[src/rtl/rtta_pkg.sv]
// ----------------------------------------------------------------------------
// rtta_pkg
// Shared types, register codes and constants for the rotated tiled texel
// address block.
// ----------------------------------------------------------------------------
`default_nettype none

package rtta_pkg;

  // default widths of the coordinate path
  localparam int unsigned COORD_BITS_DEF = 16;
  localparam int unsigned FRAC_BITS_DEF  = 14;

  // fixed field widths
  localparam int unsigned SCREEN_W   = 16;
  localparam int unsigned FIELD_W    = 16;
  localparam int unsigned TEXEL_W    = 15;
  localparam int unsigned PROD_W     = 2 * TEXEL_W;
  localparam int unsigned CFG_IDX_W  = 3;
  localparam int unsigned CFG_DATA_W = 64;

  // register stages of the rotation front end
  localparam int unsigned ROT_STAGES = 5;

  localparam logic signed [FIELD_W-1:0] COS_RESET = 16'sd16384;

  typedef enum logic [CFG_IDX_W-1:0] {
    REG_ROTATE_ENABLE = 3'd0,
    REG_CENTER_X      = 3'd1,
    REG_CENTER_Y      = 3'd2,
    REG_COS_Q14       = 3'd3,
    REG_SIN_Q14       = 3'd4,
    REG_X_AXIS        = 3'd5,
    REG_Y_AXIS        = 3'd6
  } cfg_reg_e;

  // one axis register, most significant field first
  typedef struct packed {
    logic signed [FIELD_W-1:0] inv;
    logic signed [FIELD_W-1:0] src;
    logic signed [FIELD_W-1:0] per;
    logic signed [FIELD_W-1:0] off;
  } axis_cfg_t;

  typedef struct packed {
    logic                      en;
    logic signed [FIELD_W-1:0] cx;
    logic signed [FIELD_W-1:0] cy;
    logic signed [FIELD_W-1:0] cs;
    logic signed [FIELD_W-1:0] sn;
  } rot_cfg_t;

endpackage

`default_nettype wire

[src/rtl/rtta_rotate.sv]
// ----------------------------------------------------------------------------
// rtta_rotate
// Five-stage rotation of a screen point about a centre with Q-format
// cosine and sine, rounding away from zero, wrapped to the coordinate width.
// ----------------------------------------------------------------------------
`default_nettype none

module rtta_rotate #(
  parameter int unsigned CoordBits = rtta_pkg::COORD_BITS_DEF,
  parameter int unsigned FracBits  = rtta_pkg::FRAC_BITS_DEF
) (
  input  logic                                clk_i,
  input  logic                                rst_ni,
  input  logic                                valid_i,
  input  logic signed [rtta_pkg::SCREEN_W-1:0] x_i,
  input  logic signed [rtta_pkg::SCREEN_W-1:0] y_i,
  input  rtta_pkg::rot_cfg_t                  cfg_i,
  output logic                                valid_o,
  output logic signed [CoordBits-1:0]         x_o,
  output logic signed [CoordBits-1:0]         y_o
);

  import rtta_pkg::*;

  localparam int unsigned DiffW = SCREEN_W + 1;
  localparam int unsigned MulW  = FIELD_W + DiffW;
  localparam int unsigned SumW  = MulW + 1;
  localparam int unsigned RndW  = SumW + 1;
  localparam int unsigned OutW  = RndW + 1;
  localparam logic [RndW-1:0] Half = RndW'(1) << (FracBits - 1);

  logic [ROT_STAGES-1:0] vld_q;

  logic signed [DiffW-1:0]    tx_q, ty_q;
  logic signed [SCREEN_W-1:0] x1_q, y1_q, x2_q, y2_q, x3_q, y3_q, x4_q, y4_q;
  logic signed [MulW-1:0]     pxc_q, pys_q, pxs_q, pyc_q;
  logic signed [SumW-1:0]     fx_q, fy_q;
  logic signed [RndW-1:0]     rx_q, ry_q;
  logic signed [CoordBits-1:0] xo_q, yo_q;

  logic signed [RndW-1:0] shx, shy;
  logic [OutW-1:0]        sumx, sumy, bypx, bypy;

  always_ff @(posedge clk_i or negedge rst_ni) begin
    if (!rst_ni) begin
      vld_q <= '0;
    end else begin
      vld_q <= {vld_q[ROT_STAGES-2:0], valid_i};
    end
  end

  // translate to centre, multiply, combine, round, shift back
  always_comb begin
    shx  = rx_q >>> FracBits;
    shy  = ry_q >>> FracBits;
    sumx = {shx[RndW-1], shx} + {{(OutW-FIELD_W){cfg_i.cx[FIELD_W-1]}}, cfg_i.cx};
    sumy = {shy[RndW-1], shy} + {{(OutW-FIELD_W){cfg_i.cy[FIELD_W-1]}}, cfg_i.cy};
    bypx = {{(OutW-SCREEN_W){x4_q[SCREEN_W-1]}}, x4_q};
    bypy = {{(OutW-SCREEN_W){y4_q[SCREEN_W-1]}}, y4_q};
  end

  always_ff @(posedge clk_i) begin
    tx_q  <= {x_i[SCREEN_W-1], x_i} - {cfg_i.cx[FIELD_W-1], cfg_i.cx};
    ty_q  <= {y_i[SCREEN_W-1], y_i} - {cfg_i.cy[FIELD_W-1], cfg_i.cy};
    x1_q  <= x_i;
    y1_q  <= y_i;

    pxc_q <= MulW'(cfg_i.cs) * MulW'(tx_q);
    pys_q <= MulW'(cfg_i.sn) * MulW'(ty_q);
    pxs_q <= MulW'(cfg_i.sn) * MulW'(tx_q);
    pyc_q <= MulW'(cfg_i.cs) * MulW'(ty_q);
    x2_q  <= x1_q;
    y2_q  <= y1_q;

    fx_q  <= {pxc_q[MulW-1], pxc_q} - {pys_q[MulW-1], pys_q};
    fy_q  <= {pxs_q[MulW-1], pxs_q} + {pyc_q[MulW-1], pyc_q};
    x3_q  <= x2_q;
    y3_q  <= y2_q;

    // away from zero
    rx_q  <= fx_q[SumW-1] ? {fx_q[SumW-1], fx_q} - Half : {fx_q[SumW-1], fx_q} + Half;
    ry_q  <= fy_q[SumW-1] ? {fy_q[SumW-1], fy_q} - Half : {fy_q[SumW-1], fy_q} + Half;
    x4_q  <= x3_q;
    y4_q  <= y3_q;

    xo_q  <= cfg_i.en ? sumx[CoordBits-1:0] : bypx[CoordBits-1:0];
    yo_q  <= cfg_i.en ? sumy[CoordBits-1:0] : bypy[CoordBits-1:0];
  end

  assign valid_o = vld_q[ROT_STAGES-1];
  assign x_o     = xo_q;
  assign y_o     = yo_q;

endmodule

`default_nettype wire

[config.mk]
export PLATFORM = sky130hd
export DESIGN_NAME = rtta_rotate
export DESIGN_NICKNAME = d
export VERILOG_FILES = /design/src/rtl/rtta_pkg.sv /design/src/rtl/rtta_rotate.sv
export SDC_FILE = /design/constraint.sdc
export NUM_CORES = 2
export LEC_CHECK = 0
export BUFFER_PORTS_ARGS = -buffer_cell sky130_fd_sc_hd__buf_2
export CORE_ASPECT_RATIO = 2
export CORE_MARGIN = 2
export CORE_UTILIZATION = 27
export CTS_CLUSTER_DIAMETER = 80
export CTS_CLUSTER_SIZE = 30
export DETAILED_ROUTE_END_ITERATION = 8
export PLACE_DENSITY_LB_ADDON = 0.1
export SYNTH_ARGS = -nofsm -noshare
export SYNTH_HDL_FRONTEND = slang
export SYNTH_SLANG_ARGS = --single-unit
[constraint.sdc]
create_clock -name clk_i -period 7.4 [get_ports clk_i]
set_input_delay 0.74 -clock clk_i [delete_from_list [all_inputs] [get_ports clk_i]]
set_output_delay 0.74 -clock clk_i [all_outputs]
set_load 0.02 [all_outputs]
==> metrics.cfg <==
[outcome]
status = completed

[floorplan]
start_util_pct = 27.17
die_x_um = 325.1
die_y_um = 646.3
die_area_mm2 = 0.2101
core_region_area_mm2 = 0.2049
io_pins = 133
fp-row-count = 235

[place]
place_hpwl_mm = 151.1
gp_congestion = 0.8197
portBuffers = 132
postPlaceCellArea_mm2 = 0.06097
dpl_worst_slack_ns = -0.1421

[clock_network]
cts-root-buf = clkbuf_16
clk_path_buf_depth = 3
clk_pin_slew_worst_paths_ns = 0.11
clk_latency_ns = 0.70
cts_tree = built
clock_sinks = 399
numCtsBuffers = 27
cts.htree.levels = 1

[yosys]
synthFlopType = dfxtp_1
synth_nets = 7563
synth_area_leaders = fa_1 (40%), dfxtp_1 (14%), ha_1 (11%)
synth_edf_count = 0
synth.most_common_cell = inv_1
seq_area_frac_synth_pct = 14.39
yosys_warnings = 0
async_flop_share_pct = 1.253
yosysUniqueCellTypes = 84
syn_avg_cell_area_um2 = 9.502
synth_top_cell_area_share_pct = 39.90
yosys-top-cells-count = inv_1 (1336), fa_1 (1110), nand2_1 (593)
synth_top_area_cell = fa_1
postSynthCellCount = 5861
syn_area_mm2 = 0.05569
synth-seq-cells = 399

[sta]
hold_slack_ns = 0.1494
hold_violations = 0
worst_pin_slew_ns = 1.007
fmax_ghz = 0.1431
fin_crit_ns = 6.990
rsz0062_at_grt = no
period_share_pct = 94.46
maxSlewViolCount = 0
finalSetupViolCount = 0
worst_slack_ns = 0.4099
slew_headroom_pct = 31.98
finClkSkew_ns = 0.05773

[worst_setup_path]
crit_required_ns = 7.96
r2r_cells = 23
rr_startpoint = ty_q[14]
reg2reg_slack_ns = 0.41
startpoint_type = flip-flop
cp.arrival_ns = 7.55
crit_fanout = 7
endpoint_kind = flip-flop
worstSetupPathType = flip-flop to flip-flop
r2r_end = pys_q[32]

[min_path]
min_from = valid_i
hold_class = input port to flip-flop
whs_endpoint = vld_q[0]
worstHoldPathCells = 1

[grt]
grt_pass1_wl_mm = 274.0
grtUsageTotal_pct = 17.41
antenna_found_initial = 17
grt_overflow_total = 0
grt_max_degree = 40
first_global_vias = 44810

[route]
via_per_inst = 4.388
firstDrtPassIters = 5
route.final.wire_length_mm = 177.4
wl_per_cell_um = 20.14
ant_nets = 0
vias = 38660
drt_iter0_markers = 1244
drc_errors = 0

[run]
cap_viol_max_count = 0

[final_layout]
drive_gt1_share_pct = 8.033
nets = 7759
area_growth_pct = 11.53
fin_area_mm2 = 0.06212
postLayoutCoreUtil_pct = 30.31

-- sequential cells by signal, indices dropped and copies added (netlist names), 17 cells and up --
| name | count |
|---|---|
| pxs_q | 33 |
| ty_q | 17 |
| pxc_q | 33 |
| pys_q | 33 |
| tx_q | 17 |
| fy_q | 18 |
| fx_q | 18 |
| pyc_q | 33 |
-- kinds of logic (layout without fill, tap and decap cells) --
group | count (synthesis) | after routing | synth area share (%)
fa+ha+maj | 1602 | 1602 | 50.95
xor+xnor | 244 | 244 | 3.837
compound gates | 538 | 538 | 6.502
buf+inv | 1547 | 1761 | 10.44
simple gates | 1506 | 1506 | 13.38
mux | 25 | 25 | 0.4988
other cells | 0 | 11 | 0
flops | 399 | 399 | 14.39
-- worst max path at each step --
stage,startpoint,endpoint,slack [ns],cells after the start
3_3_place_gp,cfg_i[2],pys_q[32],-0.15,21
2_1_floorplan,cfg_i[17],pyc_q[32],0.91,21
3_5_place_dp,cfg_i[2],pxs_q[32],-0.14,23
4_1_cts,ty_q[15],pyc_q[32],0.07,23
6_report,ty_q[14],pys_q[32],0.41,23
5_1_grt,tx_q[10],pxs_q[32],0.05,22
-- metal layers --
layer,share of wire [%],up-vias,GRT usage [%]
met2,59,468,36.56
li1,-,17940,-
met4,3.3,4,5.374
met1,35,20070,17.80
met3,2.0,182,1.079
met5,0.017,-,0
-- metrics by stage --
step	std cells	setup TNS [ns]
after CTS	8800	0
after floorplan	5861	0
after detailed placement	8752	-0.2446
final	8811	0
after global routing	8802	0
after global placement	8752	-0.2354
-- cell usage in the layout (no fill, tap or decap), drive strengths merged, types with 9 or more instances in the layout --
cell type / netlist / routed
a21oi: 165 / 165
clkbuf: 205 / 27
nand3: 39 / 39
diode: 0 / 11
or3: 13 / 13
o21a: 28 / 28
inv: 1336 / 1343
ha: 492 / 492
nor2b: 36 / 36
nand2b: 34 / 34
o2111ai: 10 / 10
dfxtp: 394 / 394
mux2: 22 / 22
nand4: 12 / 12
o211ai: 12 / 12
buf: 4 / 375
nor3: 37 / 37
o21ai: 98 / 98
nand2: 593 / 593
fa: 1110 / 1110
and3: 20 / 20
nor2: 173 / 173
a21o: 85 / 85
a31o: 9 / 9
clkinv: 2 / 14
a21boi: 10 / 10
a211oi: 17 / 17
xnor2: 191 / 191
xor2: 53 / 53
and2: 526 / 526
o21bai: 26 / 26
-- worst max-delay path: stages (launching register included) --
cell and delay (ns):
dfxtp_1 0.88, buf_4 0.32, nand2_1 0.10, fa_1 0.53
fa_1 0.51, fa_1 0.53, inv_1 0.06, fa_1 0.49
fa_1 0.49, inv_1 0.06, fa_1 0.48, inv_1 0.05
ha_1 0.32, and3_1 0.29, nand2_1 0.10, nor3b_1 0.16
nand2_1 0.07, inv_1 0.13, buf_4 0.17, a21oi_1 0.30
nor3_1 0.13, o31ai_1 0.29, a21oi_1 0.12, xnor2_1 0.29
-- layout make-up --
| cell class | count | area (um^2) |
|---|---|---|
| diodes | 11 | 27.53 |
| clock buffers | 27 | 675.6 |
| clock inverters | 20 | 421.7 |
| fillers | 21740 | 142800 |
| inverters | 1338 | 5022 |
| multi-input cells | 3915 | 41870 |
| flip-flops and latches | 399 | 8019 |
| well taps | 2725 | 3410 |
| repair buffers | 376 | 2670 |
-- repair_timing --
item / CTS / global route
endpoints found under the hold margin: 5 / 0
setup endpoints to repair: 0 / 4
buffers inserted: 0 / 0
hold buffers: 1 / 0
resized for setup: 0 / 5
Power is left out: the tool's default activity adds up to more than one toggle a clock period on the data nets, which glitch-free logic cannot reach.
