`src/rtl/rtta_pkg.sv`:
```
// ----------------------------------------------------------------------------
// rtta_pkg
// Shared types, register codes and constants for the rotated tiled texel
// address block.
// ----------------------------------------------------------------------------
`default_nettype none

package rtta_pkg;

  // default widths of the coordinate path
  localparam int unsigned COORD_BITS_DEF = 16;
  localparam int unsigned FRAC_BITS_DEF  = 14;

  // fixed field widths
  localparam int unsigned SCREEN_W   = 16;
  localparam int unsigned FIELD_W    = 16;
  localparam int unsigned TEXEL_W    = 15;
  localparam int unsigned PROD_W     = 2 * TEXEL_W;
  localparam int unsigned CFG_IDX_W  = 3;
  localparam int unsigned CFG_DATA_W = 64;

  // register stages of the rotation front end
  localparam int unsigned ROT_STAGES = 5;

  localparam logic signed [FIELD_W-1:0] COS_RESET = 16'sd16384;

  typedef enum logic [CFG_IDX_W-1:0] {
    REG_ROTATE_ENABLE = 3'd0,
    REG_CENTER_X      = 3'd1,
    REG_CENTER_Y      = 3'd2,
    REG_COS_Q14       = 3'd3,
    REG_SIN_Q14       = 3'd4,
    REG_X_AXIS        = 3'd5,
    REG_Y_AXIS        = 3'd6
  } cfg_reg_e;

  // one axis register, most significant field first
  typedef struct packed {
    logic signed [FIELD_W-1:0] inv;
    logic signed [FIELD_W-1:0] src;
    logic signed [FIELD_W-1:0] per;
    logic signed [FIELD_W-1:0] off;
  } axis_cfg_t;

  typedef struct packed {
    logic                      en;
    logic signed [FIELD_W-1:0] cx;
    logic signed [FIELD_W-1:0] cy;
    logic signed [FIELD_W-1:0] cs;
    logic signed [FIELD_W-1:0] sn;
  } rot_cfg_t;

endpackage

`default_nettype wire

```
`src/rtl/rtta_div.sv`:
```
// ----------------------------------------------------------------------------
// rtta_div
// Pipelined restoring divider, one quotient bit per stage, with a valid bit
// and a sideband word carried along each stage.
// ----------------------------------------------------------------------------
`default_nettype none

module rtta_div #(
  parameter int unsigned NumW  = 17,
  parameter int unsigned DenW  = 16,
  parameter int unsigned SideW = 1
) (
  input  logic             clk_i,
  input  logic             rst_ni,
  input  logic             valid_i,
  input  logic [NumW-1:0]  num_i,
  input  logic [DenW-1:0]  den_i,
  input  logic [SideW-1:0] side_i,
  output logic             valid_o,
  output logic [NumW-1:0]  quo_o,
  output logic [DenW-1:0]  rem_o,
  output logic [SideW-1:0] side_o
);

  logic             vld_q  [NumW];
  logic [DenW-1:0]  rem_q  [NumW];
  logic [NumW-1:0]  nq_q   [NumW];
  logic [SideW-1:0] side_q [NumW];

  for (genvar i = 0; i < NumW; i++) begin : g_step
    logic             vld_in;
    logic [DenW-1:0]  rem_in;
    logic [NumW-1:0]  nq_in;
    logic [SideW-1:0] side_in;
    logic [DenW:0]    trial;
    logic [DenW:0]    diff;
    logic             take;

    if (i == 0) begin : g_head
      assign vld_in  = valid_i;
      assign rem_in  = '0;
      assign nq_in   = num_i;
      assign side_in = side_i;
    end else begin : g_body
      assign vld_in  = vld_q[i-1];
      assign rem_in  = rem_q[i-1];
      assign nq_in   = nq_q[i-1];
      assign side_in = side_q[i-1];
    end

    // dividend bits leave at the top, quotient bits enter at the bottom
    assign trial = {rem_in, nq_in[NumW-1]};
    assign diff  = trial - {1'b0, den_i};
    assign take  = (trial >= {1'b0, den_i});

    always_ff @(posedge clk_i or negedge rst_ni) begin
      if (!rst_ni) begin
        vld_q[i] <= 1'b0;
      end else begin
        vld_q[i] <= vld_in;
      end
    end

    always_ff @(posedge clk_i) begin
      rem_q[i]  <= take ? diff[DenW-1:0] : trial[DenW-1:0];
      nq_q[i]   <= {nq_in[NumW-2:0], take};
      side_q[i] <= side_in;
    end
  end

  assign valid_o = vld_q[NumW-1];
  assign quo_o   = nq_q[NumW-1];
  assign rem_o   = rem_q[NumW-1];
  assign side_o  = side_q[NumW-1];

endmodule

`default_nettype wire

```
`src/rtl/rtta_axis.sv`:
```
// ----------------------------------------------------------------------------
// rtta_axis
// One axis: mirror, offset, floored wrap by the period and scaling by
// source size over period, through two pipelined dividers.
// ----------------------------------------------------------------------------
`default_nettype none

module rtta_axis #(
  parameter int unsigned CoordBits = rtta_pkg::COORD_BITS_DEF
) (
  input  logic                              clk_i,
  input  logic                              rst_ni,
  input  logic                              valid_i,
  input  logic signed [CoordBits-1:0]       c_i,
  input  rtta_pkg::axis_cfg_t               cfg_i,
  output logic                              valid_o,
  output logic [rtta_pkg::TEXEL_W-1:0]      texel_o
);

  import rtta_pkg::*;

  localparam int unsigned ExtW = ((CoordBits > FIELD_W) ? CoordBits : FIELD_W) + 1;

  logic                       v1_q, v2_q, v3_q, v4_q, v5_q;
  logic signed [CoordBits-1:0] c1_q;
  logic [ExtW-1:0]            mag_q;
  logic                       neg_q;
  logic [TEXEL_W-1:0]         m_q;
  logic [PROD_W-1:0]          prod_q;
  logic                       ok_q;
  logic [TEXEL_W-1:0]         texel_q;

  logic [ExtW-1:0]    cext, c1ext, invext, offext, mir, dif;
  logic               mod_vld, scl_vld, mod_neg, scl_ok;
  logic [FIELD_W-1:0] mod_rem, scl_rem;
  logic [ExtW-1:0]    mod_quo;
  logic [PROD_W-1:0]  scl_quo;
  logic [TEXEL_W-1:0] r;

  always_comb begin
    cext   = {{(ExtW-CoordBits){c_i[CoordBits-1]}}, c_i};
    c1ext  = {{(ExtW-CoordBits){c1_q[CoordBits-1]}}, c1_q};
    invext = {{(ExtW-FIELD_W){cfg_i.inv[FIELD_W-1]}}, cfg_i.inv};
    offext = {{(ExtW-FIELD_W){cfg_i.off[FIELD_W-1]}}, cfg_i.off};
    mir    = invext - cext;
    dif    = c1ext - offext;
    r      = mod_rem[TEXEL_W-1:0];
  end

  always_ff @(posedge clk_i or negedge rst_ni) begin
    if (!rst_ni) begin
      v1_q <= 1'b0;
      v2_q <= 1'b0;
      v3_q <= 1'b0;
      v4_q <= 1'b0;
      v5_q <= 1'b0;
    end else begin
      v1_q <= valid_i;
      v2_q <= v1_q;
      v3_q <= mod_vld;
      v4_q <= v3_q;
      v5_q <= scl_vld;
    end
  end

  always_ff @(posedge clk_i) begin
    // invert of zero leaves the axis unmirrored
    c1_q  <= (cfg_i.inv != '0) ? mir[CoordBits-1:0] : c_i;
    neg_q <= dif[ExtW-1];
    mag_q <= dif[ExtW-1] ? (~dif + ExtW'(1)) : dif;
    // floored modulo from the magnitude remainder
    m_q   <= (mod_neg && (mod_rem != '0)) ? (cfg_i.per[TEXEL_W-1:0] - r) : r;
    prod_q <= PROD_W'(m_q) * PROD_W'(cfg_i.src[TEXEL_W-1:0]);
    ok_q  <= (cfg_i.per > 16'sd0) && (cfg_i.src > 16'sd0);
    texel_q <= scl_ok ? scl_quo[TEXEL_W-1:0] : '0;
  end

  rtta_div #(
    .NumW  (ExtW),
    .DenW  (FIELD_W),
    .SideW (1)
  ) u_mod_div (
    .clk_i   (clk_i),
    .rst_ni  (rst_ni),
    .valid_i (v2_q),
    .num_i   (mag_q),
    .den_i   (cfg_i.per),
    .side_i  (neg_q),
    .valid_o (mod_vld),
    .quo_o   (mod_quo),
    .rem_o   (mod_rem),
    .side_o  (mod_neg)
  );

  rtta_div #(
    .NumW  (PROD_W),
    .DenW  (FIELD_W),
    .SideW (1)
  ) u_scale_div (
    .clk_i   (clk_i),
    .rst_ni  (rst_ni),
    .valid_i (v4_q),
    .num_i   (prod_q),
    .den_i   (cfg_i.per),
    .side_i  (ok_q),
    .valid_o (scl_vld),
    .quo_o   (scl_quo),
    .rem_o   (scl_rem),
    .side_o  (scl_ok)
  );

  assign valid_o = v5_q;
  assign texel_o = texel_q;

endmodule

`default_nettype wire

```
`config.mk`:
```
export PLATFORM = sky130hd
export DESIGN_NAME = rtta_axis
export DESIGN_NICKNAME = d
export VERILOG_FILES = /design/src/rtl/rtta_pkg.sv /design/src/rtl/rtta_div.sv /design/src/rtl/rtta_axis.sv
export SDC_FILE = /design/constraint.sdc
export NUM_CORES = 2
export LEC_CHECK = 0
export BUFFER_PORTS_ARGS = -buffer_cell sky130_fd_sc_hd__buf_2
export CAP_MARGIN = 10
export CORE_UTILIZATION = 35
export DETAILED_ROUTE_END_ITERATION = 8
export HOLD_SLACK_MARGIN = 0.05
export MAX_ROUTING_LAYER = met4
export PLACE_DENSITY = 0.51
export RECOVER_POWER = 50
export REMOVE_ABC_BUFFERS = 1
export SLEW_MARGIN = 25
export SYNTH_ARGS = -nofsm -noshare
export SYNTH_HDL_FRONTEND = slang
export SYNTH_HIERARCHICAL = 1
export SYNTH_SLANG_ARGS = --single-unit
```
`constraint.sdc`:
```
create_clock -name clk_i -period 16.6 [get_ports clk_i]
set_input_delay 2.49 -clock clk_i [delete_from_list [all_inputs] [get_ports clk_i]]
set_output_delay 2.49 -clock clk_i [all_outputs]
set_load 0.005 [all_outputs]
```
==> results.tsv <==
metric	value	unit
CTS clk-pin slew, worst paths	0.06	ns
fin nets	9795	
kind of end point of the critical path	flip-flop	
R2R Setup Slk	10.17	ns
Crit Path Max Fanout	16	
clock buffer count from CTS	178	
layout cell share with drive strength beyond 1	0.1104	
Final period util	0.4693	
Final ANT Viol Nets	0	
WS Path Type	primary input to flip-flop	
drt pass-1 iters	5	
CP max stage cell	fa_1	
chip width	490.4	um
DRC violations left	0	
Setup-failing EPs final	0	
worst path arrival time	8.54	ns
most frequent cells in the layout	1569 x dfxtp_1, 864 x ha_1, 619 x nor2_1	
post-layout min period	7.790	ns
commonest non-fill, non-tap cell in the layout	dfxtp_1	
latest clock arrival within the worst-skew pair	0.84	ns
worst path cell trace	clkbuf_1 > and2_1 > fa_1 > inv_1 > fa_1 > inv_1 > fa_1 > inv_1 > fa_1 > inv_1 > fa_1 > inv_1 > fa_1 > inv_1 > ha_1 > a21o_1 > a211oi_1 > o21ai_0 > o21ai_1 > a311oi_2 > a211o_1 > a21oi_1 > xnor2_1	
CP startpoint	cfg_i[32]	
RSZ-0062 raised after global routing	false	
starting density of the core	0.3536	
die height	490.4	um
Worst Tran Pin Value	2.587	ns
post-route cell area	93950	sq um
first-pass GRT wire length	319.6	mm
via/cell ratio	5.046	
vias in the first global route	60120	
hold path startpoint	u_scale_div/nq_q[12][2]	
row count	178	
number of top-level pins	99	
delay-heaviest family, CP	adder cells	
status	finished, violations left	
Tot GR Track Use	0.1682	
DP HPWL	144.9	mm
Placed Instances	11600	
YS warnings	6	
worst hold path class	flip-flop to flip-flop	
Required @ worst endpoint	17.35	ns
Mapped Area	83480	sq um
global route overflow	0	
core footprint	236100	sq um
max-cap viol count	1	
routed via count	60220	
Post-Route WL	199.8	mm
CP Buf/Inv Count	7	
Max Freq	128.4	MHz
multi-input combinational cell area	48270	sq um
Layout Skew	0.04040	ns
fill count	23110	
post-CTS setup buffer count	0	
cts hold-fix bufs	0	
WL per Instance	16.74	um
Die ar.	240500	sq um
initial antenna violation count	5	
CP startpoint kind	primary input	
post-synthesis cell count	8447	
pin count of the biggest net entering global routing	53	
1st-iter DRT viols	3040	
WHS	0.3075	ns
non-filler cells, final	11930	
FF+latch area	32710	sq um
setup TNS	0	ns
clock buffer depth	3	
Clock Tree Root	clkbuf_16	
syn avg cell area	9.883	sq um
Placed Area	87770	sq um
post_cts resized	0	
Slew HR	-0.7247	
area delta synth->final	12.53	%
worst r2r src	m_q[7]	
count of pins over their slew limit	53	
Final Hold Vio Count	0	
TritonCTS Sinks	1621	
CTS tree	done	
Slowest Stage Delay on Critical Path	0.53	ns
routability cong.	0.8788	
failing checks	max-capacitance violations, max-slew violations	
H-tree depth	4	
# port buffers	98	
final timing paths:
check / cells past startpoint / end
worst max-delay path: 23 / prod_q[26]
worst min-delay path: 0 / u_scale_div/nq_q[12][33]
worst max register to register: 22 / prod_q[26]
worst min register to register: 0 / u_scale_div/nq_q[12][33]
max in group asynchronous: 2 / u_mod_div/valid_o
min in group asynchronous: 2 / v1_q
state kept, by name (all words and copies together) (netlist names), 29 cells and up:
name and flops:
u_scale_div/nq_q 555, u_scale_div/rem_q 464, u_mod_div/rem_q 272, u_mod_div/nq_q 136
prod_q 30, u_scale_div/side_q 30, u_scale_div/g_step.vld_in 29
metrics by stage:
step | setup slack [ns] | util
floorplan | 8.777 | -
global placement | 8.097 | 0.3717
detailed placement | 8.112 | 0.3718
CTS | 8.979 | 0.3978
global route | 8.447 | 0.3979
finish | 8.810 | 0.3979
layout make-up:
class,instances,share of cell area
Multi-Input combinational cell,6162,0.5138
Clock inverter,93,0.01261
Sequential cell,1621,0.3482
Timing Repair Buffer,157,0.009975
Clock buffer,234,0.05285
Antenna cell,3,0.00007991
Tap cell,3150,0.04195
Inverter,514,0.02054
metal layers:
metal	vias up	global-route usage	wire, um
li1	30320	-	-
met1	28550	0.2102	91630
met2	1017	0.2827	96100
met3	328	0.02276	7234
met4	0	0.04660	4857
met5	-	-	0
worst register-to-register path, delay by kind of cell (launching register included):
kind            cells  cell delay (ns)
fa+ha+maj           7             3.37
compound gates      7             1.69
flops               1             0.54
simple gates        1             0.32
buf+inv             6             0.30
xor+xnor            1             0.13
Power is left out: the tool's default activity adds up to more than one toggle a clock period on the data nets, which glitch-free logic cannot reach.
